$ cat src/hw/rtl/anc_pkg.sv
// Shared types and constants of the alarm next-trigger calculator.
package anc_pkg;

  localparam int unsigned SecsPerDay = 86400;
  localparam logic [32:0] TrigMax = 33'h1_FFFF_FFFF;
  localparam logic [4:0] WeekLast = 5'd13;
  localparam logic [4:0] MonthLast = 5'd23;
  localparam logic [16:0] DefaultPeriod = 17'd60;
  localparam logic [11:0] YearMin = 12'd1970;
  localparam logic [11:0] YearMax = 12'd2100;
  // ceil(2^36 / 675); exact floor division of any 26-bit value by 675.
  localparam logic [26:0] DayRecip = 27'd101806633;

  typedef enum logic [2:0] {
    KIND_ONCE     = 3'd0,
    KIND_DAILY    = 3'd1,
    KIND_WEEKLY   = 3'd2,
    KIND_MONTHLY  = 3'd3,
    KIND_INTERVAL = 3'd4
  } kind_e;

  typedef enum logic [4:0] {
    ST_IDLE, ST_DIV, ST_PREP, ST_ODAYS, ST_OMUL, ST_WEEK, ST_YD, ST_YC,
    ST_MD0, ST_MSET, ST_MLEN, ST_MDAYS, ST_MMUL, ST_MCHK, ST_MNEXT, ST_FIN
  } state_e;

  typedef enum logic [3:0] {
    CMD_NONE, CMD_LOAD, CMD_DIV, CMD_PREP, CMD_DAYS, CMD_DYEAR, CMD_DJAN,
    CMD_YSTEP, CMD_MSET, CMD_MUL, CMD_MCHK, CMD_MNEXT, CMD_WEEK, CMD_FIN
  } cmd_e;

  typedef struct packed {
    cmd_e op;
    logic in_ready;
  } ctrl_t;

  typedef struct packed {
    logic       en;
    logic [2:0] kind;
    logic       div_last;
    logic       y_more;
    logic       week_hit;
    logic       week_last;
    logic       mon_ok;
    logic       t_after;
    logic       mon_last;
    logic       out_free;
  } stat_t;

endpackage

$ cat src/hw/rtl/alarm_next_trigger_calc.sv
// Top level of the alarm next-trigger calculator.
//
//   channel  | dir | handshake                      | payload
//   s_axis   | in  | s_axis_tvalid_i/s_axis_tready_o | tdata alarm fields, tuser alarm_kind
//   m_axis   | out | m_axis_tvalid_o/m_axis_tready_i | tdata trigger time, still_enabled
//
// One item at a time: a load step, the reciprocal day divider (quotient, then remainder),
// a setup step, then per kind: daily, interval and disabled go to the result step, one-shot
// reckons its days and time first, weekly steps day by day, monthly steps the year (one or
// two steps), places the month and searches month by month (24 months at most), then the
// result step. The result step waits while an untaken result blocks the output register.
// Reset clears the sequencer and result valid. A stalled result holds in the output register
// while the next item is taken in.
module alarm_next_trigger_calc (
  input  logic         clk_i,
  input  logic         rst_ni,
  input  logic         s_axis_tvalid_i,
  output logic         s_axis_tready_o,
  // tdata from bit 0: alarm_enabled, year, month, day, hour, minute, second,
  // weekday_mask, interval length, prior_trigger, now_seconds, zero fill
  input  logic [135:0] s_axis_tdata_i,
  // tuser: alarm_kind
  input  logic [2:0]   s_axis_tuser_i,
  output logic         m_axis_tvalid_o,
  input  logic         m_axis_tready_i,
  // tdata from bit 0: trigger time, still_enabled, zero fill
  output logic [39:0]  m_axis_tdata_o
);

  anc_pkg::ctrl_t ctrl;
  anc_pkg::stat_t stat;

  anc_ctrl u_ctrl (
    .clk_i      (clk_i),
    .rst_ni     (rst_ni),
    .in_valid_i (s_axis_tvalid_i),
    .stat_i     (stat),
    .ctrl_o     (ctrl)
  );

  anc_dp u_dp (
    .clk_i       (clk_i),
    .rst_ni      (rst_ni),
    .ctrl_i      (ctrl),
    .in_data_i   (s_axis_tdata_i),
    .in_user_i   (s_axis_tuser_i),
    .out_ready_i (m_axis_tready_i),
    .out_valid_o (m_axis_tvalid_o),
    .out_data_o  (m_axis_tdata_o),
    .stat_o      (stat)
  );

  assign s_axis_tready_o = ctrl.in_ready;

endmodule

$ cat src/hw/rtl/anc_ctrl.sv
// Sequencer of the alarm next-trigger calculator.
module anc_ctrl (
  input  logic          clk_i,
  input  logic          rst_ni,
  input  logic          in_valid_i,
  input  anc_pkg::stat_t stat_i,
  output anc_pkg::ctrl_t ctrl_o
);

  anc_pkg::state_e state_q, state_d;

  always_ff @(posedge clk_i or negedge rst_ni) begin
    if (!rst_ni) begin
      state_q <= anc_pkg::ST_IDLE;
    end else begin
      state_q <= state_d;
    end
  end

  always_comb begin
    state_d = state_q;
    ctrl_o.op = anc_pkg::CMD_NONE;
    ctrl_o.in_ready = 1'b0;
    case (state_q)
      anc_pkg::ST_IDLE: begin
        ctrl_o.in_ready = 1'b1;
        if (in_valid_i) begin
          ctrl_o.op = anc_pkg::CMD_LOAD;
          state_d = anc_pkg::ST_DIV;
        end
      end
      anc_pkg::ST_DIV: begin
        ctrl_o.op = anc_pkg::CMD_DIV;
        if (stat_i.div_last) state_d = anc_pkg::ST_PREP;
      end
      anc_pkg::ST_PREP: begin
        ctrl_o.op = anc_pkg::CMD_PREP;
        if (!stat_i.en) begin
          state_d = anc_pkg::ST_FIN;
        end else begin
          case (stat_i.kind)
            anc_pkg::KIND_ONCE:    state_d = anc_pkg::ST_ODAYS;
            anc_pkg::KIND_WEEKLY:  state_d = anc_pkg::ST_WEEK;
            anc_pkg::KIND_MONTHLY: state_d = anc_pkg::ST_YD;
            default:               state_d = anc_pkg::ST_FIN;
          endcase
        end
      end
      anc_pkg::ST_ODAYS: begin
        ctrl_o.op = anc_pkg::CMD_DAYS;
        state_d = anc_pkg::ST_OMUL;
      end
      anc_pkg::ST_OMUL: begin
        ctrl_o.op = anc_pkg::CMD_MUL;
        state_d = anc_pkg::ST_FIN;
      end
      anc_pkg::ST_WEEK: begin
        ctrl_o.op = anc_pkg::CMD_WEEK;
        if (stat_i.week_hit || stat_i.week_last) state_d = anc_pkg::ST_FIN;
      end
      anc_pkg::ST_YD: begin
        ctrl_o.op = anc_pkg::CMD_DYEAR;
        state_d = anc_pkg::ST_YC;
      end
      anc_pkg::ST_YC: begin
        ctrl_o.op = anc_pkg::CMD_YSTEP;
        state_d = stat_i.y_more ? anc_pkg::ST_YD : anc_pkg::ST_MD0;
      end
      anc_pkg::ST_MD0: begin
        ctrl_o.op = anc_pkg::CMD_DJAN;
        state_d = anc_pkg::ST_MSET;
      end
      anc_pkg::ST_MSET: begin
        ctrl_o.op = anc_pkg::CMD_MSET;
        state_d = anc_pkg::ST_MLEN;
      end
      anc_pkg::ST_MLEN: begin
        state_d = stat_i.mon_ok ? anc_pkg::ST_MDAYS : anc_pkg::ST_MNEXT;
      end
      anc_pkg::ST_MDAYS: begin
        ctrl_o.op = anc_pkg::CMD_DAYS;
        state_d = anc_pkg::ST_MMUL;
      end
      anc_pkg::ST_MMUL: begin
        ctrl_o.op = anc_pkg::CMD_MUL;
        state_d = anc_pkg::ST_MCHK;
      end
      anc_pkg::ST_MCHK: begin
        ctrl_o.op = anc_pkg::CMD_MCHK;
        state_d = stat_i.t_after ? anc_pkg::ST_FIN : anc_pkg::ST_MNEXT;
      end
      anc_pkg::ST_MNEXT: begin
        ctrl_o.op = anc_pkg::CMD_MNEXT;
        state_d = stat_i.mon_last ? anc_pkg::ST_FIN : anc_pkg::ST_MLEN;
      end
      anc_pkg::ST_FIN: begin
        if (stat_i.out_free) begin
          ctrl_o.op = anc_pkg::CMD_FIN;
          state_d = anc_pkg::ST_IDLE;
        end
      end
      default: state_d = anc_pkg::ST_IDLE;
    endcase
  end

endmodule

$ cat src/hw/rtl/anc_dp.sv
// Datapath of the alarm next-trigger calculator: divider, calendar unit and result register.
module anc_dp (
  input  logic           clk_i,
  input  logic           rst_ni,
  input  anc_pkg::ctrl_t ctrl_i,
  input  logic [135:0]   in_data_i,
  input  logic [2:0]     in_user_i,
  input  logic           out_ready_i,
  output logic           out_valid_o,
  output logic [39:0]    out_data_o,
  output anc_pkg::stat_t stat_o
);

  function automatic logic is_leap(logic [11:0] y);
    logic [24:0] p100;
    logic [13:0] p400;
    logic [11:0] r100;
    logic [11:0] r400;
    p100 = 25'(y) * 25'd5243;
    p400 = 14'(y[11:4]) * 14'd41;
    r100 = y - 12'(p100[24:19]) * 12'd100;
    r400 = y - 12'(p400[13:10]) * 12'd400;
    return ((y[1:0] == 2'd0) && (r100 != 12'd0)) || (r400 == 12'd0);
  endfunction

  function automatic logic [8:0] cum_days(logic [3:0] m);
    case (m)
      4'd1:  return 9'd0;
      4'd2:  return 9'd31;
      4'd3:  return 9'd59;
      4'd4:  return 9'd90;
      4'd5:  return 9'd120;
      4'd6:  return 9'd151;
      4'd7:  return 9'd181;
      4'd8:  return 9'd212;
      4'd9:  return 9'd243;
      4'd10: return 9'd273;
      4'd11: return 9'd304;
      4'd12: return 9'd334;
      default: return 9'd0;
    endcase
  endfunction

  function automatic logic [4:0] month_len(logic [3:0] m, logic lp);
    case (m)
      4'd4, 4'd6, 4'd9, 4'd11: return 5'd30;
      4'd2: return lp ? 5'd29 : 5'd28;
      default: return 5'd31;
    endcase
  endfunction

  // Days since 1970-01-01 for a year of at least 1970; the day may run off the month.
  function automatic logic signed [19:0] civil_days(logic [11:0] y, logic [3:0] m,
                                                    logic [4:0] d);
    logic [11:0] yy;
    logic [24:0] p100;
    logic [13:0] p400;
    logic [22:0] acc;
    logic [22:0] res;
    yy = y - 12'd1;
    p100 = 25'(yy) * 25'd5243;
    p400 = 14'(yy[11:4]) * 14'd41;
    acc = 23'(yy) * 23'd365 + 23'(yy[11:2]) - 23'(p100[24:19]) + 23'(p400[13:10])
        + 23'(cum_days(m)) + 23'(((m > 4'd2) && is_leap(y)) ? 1'b1 : 1'b0) + 23'(d);
    res = acc - 23'd719163;
    return $signed(res[19:0]);
  endfunction

  function automatic logic [32:0] sat33(logic [38:0] v);
    return (v > 39'(anc_pkg::TrigMax)) ? anc_pkg::TrigMax : v[32:0];
  endfunction

  // Latched item.
  logic [2:0]  kind_q;
  logic        en_q;
  logic [11:0] year_q;
  logic [3:0]  month_q;
  logic [4:0]  day_q;
  logic [4:0]  hour_q;
  logic [5:0]  minute_q;
  logic [5:0]  second_q;
  logic [6:0]  mask_q;
  logic [16:0] per_q;
  logic [32:0] prior_q;
  logic [32:0] now_q;

  logic [16:0] rem_q;
  logic [16:0] quo_q;
  logic [4:0]  cnt_q;
  logic [16:0] tod_q;
  logic [35:0] wt_q;
  logic [2:0]  wd_q;
  logic [11:0] cy_q;
  logic [3:0]  cm_q;
  logic [4:0]  cd_q;
  logic signed [19:0] days_q;
  logic signed [38:0] t_q;
  logic        found_q;
  logic        out_valid_q;
  logic [32:0] out_trig_q;
  logic        out_keep_q;

  logic [52:0] quo_p;
  logic [35:0] day_base;
  logic [32:0] div_rem;
  logic [16:0] tod;
  logic [17:0] wd_x;
  logic [35:0] wd_p;
  logic [24:0] yg_p;
  logic [11:0] d_y;
  logic [3:0]  d_m;
  logic [4:0]  d_d;
  logic signed [19:0] d_res;
  logic        cy_leap;
  logic [19:0] doy_w;
  logic [8:0]  doy;
  logic [3:0]  mset;
  logic signed [38:0] now_s;
  logic        t_after;
  logic        week_hit;
  logic [32:0] res_trig;
  logic        res_keep;
  logic [35:0] daily_t;
  logic [16:0] period;

  // Since 86400 = 128 * 675, the day number is (now >> 7) / 675 by reciprocal
  // multiplication; the remainder follows in the next cycle.
  assign quo_p = 53'(now_q[32:7]) * 53'(anc_pkg::DayRecip);
  assign day_base = 36'(quo_q) * 36'(anc_pkg::SecsPerDay);
  assign div_rem = now_q - day_base[32:0];
  assign tod = 17'(hour_q) * 17'd3600 + 17'(minute_q) * 17'd60 + 17'(second_q);
  assign wd_x = 18'(quo_q) + 18'd3;
  assign wd_p = 36'(wd_x) * 36'd149797;
  assign yg_p = 25'(quo_q) * 25'd179;
  assign cy_leap = is_leap(cy_q);
  assign now_s = $signed({6'd0, now_q});
  assign t_after = t_q > now_s;
  assign week_hit = mask_q[wd_q] && (wt_q > 36'(now_q));
  assign doy_w = 20'(quo_q) - days_q;
  assign doy = doy_w[8:0];

  always_comb begin
    d_y = cy_q;
    d_m = cm_q;
    d_d = cd_q;
    if (ctrl_i.op == anc_pkg::CMD_DYEAR) begin
      d_y = cy_q + 12'd1;
      d_m = 4'd1;
      d_d = 5'd1;
    end else if (ctrl_i.op == anc_pkg::CMD_DJAN) begin
      d_m = 4'd1;
      d_d = 5'd1;
    end
  end
  assign d_res = civil_days(d_y, d_m, d_d);

  always_comb begin
    mset = 4'd1;
    for (int i = 2; i <= 12; i++) begin
      if (doy >= cum_days(4'(i)) + 9'((i > 2) && cy_leap)) mset = mset + 4'd1;
    end
  end

  always_comb begin
    daily_t = (wt_q <= 36'(now_q)) ? wt_q + 36'(anc_pkg::SecsPerDay) : wt_q;
    period = (per_q == 17'd0) ? anc_pkg::DefaultPeriod : per_q;
    res_trig = 33'd0;
    res_keep = 1'b1;
    if (!en_q) begin
      res_keep = 1'b0;
    end else begin
      case (kind_q)
        anc_pkg::KIND_ONCE: begin
          res_keep = t_after;
          res_trig = t_after ? sat33(t_q) : 33'd0;
        end
        anc_pkg::KIND_DAILY: res_trig = sat33(39'(daily_t));
        anc_pkg::KIND_WEEKLY, anc_pkg::KIND_MONTHLY: begin
          res_trig = found_q ? sat33(t_q) : 33'd0;
        end
        anc_pkg::KIND_INTERVAL: begin
          if ((prior_q == 33'd0) || (prior_q <= now_q)) begin
            res_trig = sat33(39'(now_q) + 39'(period));
          end else begin
            res_trig = prior_q;
          end
        end
        default: res_trig = prior_q;
      endcase
    end
  end

  always_ff @(posedge clk_i) begin
    case (ctrl_i.op)
      anc_pkg::CMD_LOAD: begin
        kind_q   <= in_user_i;
        en_q     <= in_data_i[0];
        year_q   <= in_data_i[12:1];
        month_q  <= in_data_i[16:13];
        day_q    <= in_data_i[21:17];
        hour_q   <= in_data_i[26:22];
        minute_q <= in_data_i[32:27];
        second_q <= in_data_i[38:33];
        mask_q   <= in_data_i[45:39];
        per_q    <= in_data_i[62:46];
        prior_q  <= in_data_i[95:63];
        now_q    <= in_data_i[128:96];
        cnt_q    <= 5'd1;
        found_q  <= 1'b0;
      end
      anc_pkg::CMD_DIV: begin
        if (cnt_q != 5'd0) begin
          quo_q <= quo_p[52:36];
        end else begin
          rem_q <= div_rem[16:0];
        end
        cnt_q <= cnt_q - 5'd1;
      end
      anc_pkg::CMD_PREP: begin
        tod_q <= tod;
        wt_q  <= 36'(now_q) - 36'(rem_q) + 36'(tod);
        wd_q  <= 3'(wd_x - 18'(wd_p[35:20]) * 18'd7);
        cnt_q <= 5'd0;
        if (kind_q == anc_pkg::KIND_ONCE) begin
          cy_q <= (year_q < anc_pkg::YearMin) ? anc_pkg::YearMin :
                  (year_q > anc_pkg::YearMax) ? anc_pkg::YearMax : year_q;
          cm_q <= (month_q < 4'd1) ? 4'd1 : (month_q > 4'd12) ? 4'd12 : month_q;
          cd_q <= day_q;
        end else begin
          cy_q <= anc_pkg::YearMin + 12'(yg_p[24:16]);
          cm_q <= 4'd1;
          cd_q <= (day_q < 5'd1) ? 5'd1 : day_q;
        end
      end
      anc_pkg::CMD_DAYS, anc_pkg::CMD_DYEAR, anc_pkg::CMD_DJAN: days_q <= d_res;
      anc_pkg::CMD_YSTEP: begin
        if (days_q <= $signed({3'd0, quo_q})) cy_q <= cy_q + 12'd1;
      end
      anc_pkg::CMD_MSET: begin
        cm_q  <= mset;
        cnt_q <= 5'd0;
      end
      anc_pkg::CMD_MUL: begin
        t_q <= 39'(days_q) * 39'sd86400 + $signed({22'd0, tod_q});
      end
      anc_pkg::CMD_MCHK: found_q <= t_after;
      anc_pkg::CMD_MNEXT: begin
        cnt_q <= cnt_q + 5'd1;
        if (cm_q == 4'd12) begin
          cm_q <= 4'd1;
          cy_q <= cy_q + 12'd1;
        end else begin
          cm_q <= cm_q + 4'd1;
        end
      end
      anc_pkg::CMD_WEEK: begin
        if (week_hit) begin
          t_q     <= $signed(39'(wt_q));
          found_q <= 1'b1;
        end
        wt_q  <= wt_q + 36'(anc_pkg::SecsPerDay);
        wd_q  <= (wd_q == 3'd6) ? 3'd0 : wd_q + 3'd1;
        cnt_q <= cnt_q + 5'd1;
      end
      anc_pkg::CMD_FIN: begin
        out_trig_q <= res_trig;
        out_keep_q <= res_keep;
      end
      default: ;
    endcase
  end

  always_ff @(posedge clk_i or negedge rst_ni) begin
    if (!rst_ni) begin
      out_valid_q <= 1'b0;
    end else if (ctrl_i.op == anc_pkg::CMD_FIN) begin
      out_valid_q <= 1'b1;
    end else if (out_ready_i) begin
      out_valid_q <= 1'b0;
    end
  end

  assign out_valid_o = out_valid_q;
  assign out_data_o = {6'd0, out_keep_q, out_trig_q};

  assign stat_o.en = en_q;
  assign stat_o.kind = kind_q;
  assign stat_o.div_last = cnt_q == 5'd0;
  assign stat_o.y_more = days_q <= $signed({3'd0, quo_q});
  assign stat_o.week_hit = week_hit;
  assign stat_o.week_last = cnt_q == anc_pkg::WeekLast;
  assign stat_o.mon_ok = cd_q <= month_len(cm_q, cy_leap);
  assign stat_o.t_after = t_after;
  assign stat_o.mon_last = cnt_q == anc_pkg::MonthLast;
  assign stat_o.out_free = !out_valid_q || out_ready_i;

`ifndef SYNTHESIS
  a_fin_free: assert property (@(posedge clk_i) disable iff (!rst_ni)
    (ctrl_i.op == anc_pkg::CMD_FIN) |-> (!out_valid_q || out_ready_i))
    else $error("result written over an untaken result");
  a_rem_range: assert property (@(posedge clk_i) disable iff (!rst_ni)
    (ctrl_i.op == anc_pkg::CMD_DIV && cnt_q == 5'd0)
      |=> (rem_q < 17'(anc_pkg::SecsPerDay)))
    else $error("day remainder out of range");
  a_wd_range: assert property (@(posedge clk_i) disable iff (!rst_ni)
    (ctrl_i.op == anc_pkg::CMD_WEEK) |-> (wd_q <= 3'd6))
    else $error("weekday code out of range");
  a_month_range: assert property (@(posedge clk_i) disable iff (!rst_ni)
    (ctrl_i.op == anc_pkg::CMD_MNEXT) |=> (cm_q >= 4'd1 && cm_q <= 4'd12))
    else $error("month out of range in search");
`endif

endmodule

$ cat config.mk
export PLATFORM = sky130hd
export DESIGN_NAME = alarm_next_trigger_calc
export DESIGN_NICKNAME = d
export VERILOG_FILES = /design/src/hw/rtl/anc_pkg.sv /design/src/hw/rtl/alarm_next_trigger_calc.sv /design/src/hw/rtl/anc_ctrl.sv /design/src/hw/rtl/anc_dp.sv
export SDC_FILE = /design/constraint.sdc
export NUM_CORES = 2
export LEC_CHECK = 0
export ABC_AREA = 0
export BUFFER_PORTS_ARGS = -buffer_cell sky130_fd_sc_hd__buf_4
export CORE_MARGIN = 3
export CORE_UTILIZATION = 60
export DETAILED_ROUTE_END_ITERATION = 16
export PLACE_DENSITY_LB_ADDON = 0.12
export SLEW_MARGIN = 10
export SYNTH_ARGS = -nofsm -noshare
export SYNTH_HDL_FRONTEND = slang
export SYNTH_SLANG_ARGS = --single-unit
$ cat constraint.sdc
create_clock -name clk_i -period 22.6 [get_ports clk_i]
set_clock_uncertainty 0.1 [all_clocks]
set_input_delay 5.65 -clock clk_i [delete_from_list [all_inputs] [get_ports clk_i]]
set_output_delay 5.65 -clock clk_i [all_outputs]
set_load 0.005 [all_outputs]
==> run metrics <==
outcome=completed; clk sink count=347; clock root cell=clkbuf_16; H-Tree Depth=2; post-DP HPWL=126,000 um; area growth from synthesis to layout=7.64%; number of vias per cell=5.83; Slowest-stage cell, CP=o41ai_1; Iteration-0 DRC Markers=3,663; Core Region=0.0976 mm^2; I/O Pins=185; Synth area leaders=ha_1, fa_1, edfxtp_1; top-area cell type share of the netlist area=27.4%; Rows=114; Fillers=8,162; Cell Area, Synth=0.0595 mm^2; Crit path buffers/inverters=11; RSZ-0062 raised after global routing=false; Synth area leader=ha_1; Max FO, Critical Path=9; CP endpoint kind=flip-flop; critical path required time=22,890 ps; RePlAce Congestion=0.958; sequential-to-total area share from yosys stat=17.5%; first-pass GRT wire length=243,000 um; die width=321 um; kind of critical path=reg -> reg; Clock Latency Late Sink=670 ps; Initial Util=61.0%; clock transition at the registers of the reported paths=60 ps; # hold bufs at CTS=0; most used flip-flop cell after synthesis=edfxtp_1; Max Freq=0.0610 GHz; max-cap violations=0; pin count of the biggest net entering global routing=82; Largest stage delay, worst path=740 ps; fin crit share=72.6%; Post-Route WL=153,000 um; CTS tree=built; post_cts resized=0; drc violations=0; final setup vio count=0; Chip Height=321 um; most common cell in the netlist=ha_1; most frequent cells after synthesis=ha_1, inv_1, fa_1; Yosys reg bits=347; Die ar.=0.103 mm^2; Post-synth ARST share=1.44%; Tmin final=16,400 ps; CP arrival=16,690 ps; max-slew violations=0; Post-synth EDFFs=342; number of global-route vias before repair=45,100; endpoints failing hold=0; drt wl/cell=20.1 um; cell count after synthesis=6,134; 1st-pass router iterations=8; via count=44,500; clock buffer depth=3; total CTS buffers=46; Slew headroom=20.5%; Min Hold Slack=371 ps; buffers added on ports=171; Worst Hold Class=reg -> reg; Slew @ Worst Pin=1190 ps; Avg Cell Area, Syn=9.70 um^2; CP delay by family, top=adder cells; fin nets=8,334; Worst setup SP type=flip-flop; count of cell types in the netlist=107; gr ovfl total=0; initial antenna violation count=5; ANT nets after route=0; share of layout cells above drive strength 1=6.11%; post-CTS setup buffer count=0; synth warn=0; gr usage total=30.1%; setup TNS=0 ps
-- area by class of cell --
class / count / area [um^2] / share of cell area [%]
clock buffer: 52 / 1180 / 1.85
inverter: 1241 / 4660 / 7.27
antenna: 1 / 2.50 / 0.00391
tap: 1276 / 1600 / 2.49
sequential: 347 / 10400 / 16.2
clock inverter: 34 / 389 / 0.608
timing repair buffer: 231 / 1730 / 2.71
multi-input combinational: 4442 / 44100 / 68.8
-- path summary, 6_finish.rpt --
path | startpoint | to | slack (ps) | depth (start not counted)
max in group asynchronous | rst_ni | u_ctrl.state_q[0]$_DFFE_PN0P_ | 17560 | 1
worst min-delay path | u_dp.second_q[0]$_DFFE_PP_ | u_dp.tod_q[0]$_DFFE_PP_ | 370 | 0
worst max register to register | u_dp.cy_q[0]$_DFFE_PP_ | u_dp.days_q[19]$_DFFE_PP_ | 6200 | 68
worst max-delay path | u_dp.cy_q[0]$_DFFE_PP_ | u_dp.days_q[19]$_DFFE_PP_ | 6200 | 68
min in group asynchronous | rst_ni | u_dp.out_valid_o$_DFFE_PN0P_ | 4700 | 1
worst min register to register | u_dp.second_q[0]$_DFFE_PP_ | u_dp.tod_q[0]$_DFFE_PP_ | 370 | 0
-- per-layer routing --
| metal | wire length (um) | global-route usage, % |
|---|---|---|
| met3 | 13100 | 6.05 |
| met4 | 3800 | 7.53 |
| met2 | 68400 | 47.6 |
| met5 | 26 | 0 |
| met1 | 67900 | 42.5 |
-- sequential cells by signal, summed over array words and instances (netlist names), 17 cells and up --
| signal | cells |
|---|---|
| u_dp.prior_q | 33 |
| u_dp.out_trig_q | 33 |
| u_dp.wt_q | 36 |
| u_dp.rem_q | 17 |
| u_dp.quo_q | 17 |
| u_dp.t_q | 39 |
| u_dp.tod_q | 17 |
| u_dp.now_q | 33 |
| u_dp.days_q | 20 |
| u_dp.per_q | 17 |
-- cell families (layout without fill, tap and decap cells) --
| kind of cell | count (synthesis) | after routing | share of synthesized area [%] |
|---|---|---|---|
| adders and majority gates | 1885 | 1885 | 46.9 |
| buffers and inverters | 1350 | 1558 | 8.59 |
| AOI/OAI and AO/OA | 1072 | 1072 | 11.8 |
| and+or+nand+nor | 1044 | 1044 | 8.60 |
| xor gates and xnor gates | 416 | 416 | 6.26 |
| DFF | 347 | 347 | 17.5 |
| muxes | 19 | 19 | 0.387 |
| other | 1 | 7 | 0.00630 |
-- metrics by stage --
stage	util, %	setup slack, ps	std cells	instance area [um^2]
2_1_floorplan	-	7860	6139	59500
3_3_place_gp	64.0	6510	7537	62500
3_5_place_dp	64.0	6350	7537	62500
4_1_cts	65.6	6320	7623	64000
5_1_grt	65.6	5000	7623	64000
6_report	65.6	6200	7624	64000
-- cells in the final DEF (no fill, tap or decap), drive strengths merged, types with 9 or more instances in the layout --
master	synthesis	final
and3	48	48
xor2	117	117
nand2	249	249
a221oi	19	19
a2111oi	11	11
nand4	63	63
nor2	299	299
nand2b	35	35
a21o	167	167
o21a	49	49
a21oi	293	293
xnor2	297	297
fa	577	577
and2	27	27
clkinv	3	20
buf	23	231
o21ai	212	212
o31a	10	10
edfxtp	342	342
mux2	9	9
a211o	9	9
or3	16	16
o211ai	34	34
o22ai	15	15
ha	1305	1305
inv	1238	1245
or2	24	24
a31oi	43	43
o221ai	34	34
a21boi	14	14
nand3	78	78
nor3	63	63
nor2b	67	67
o31ai	17	17
a211oi	24	24
nor4	30	30
o21bai	41	41
clkbuf	86	52
Power is left out: the tool's default activity adds up to more than one toggle a clock period on the data nets, which glitch-free logic cannot reach.
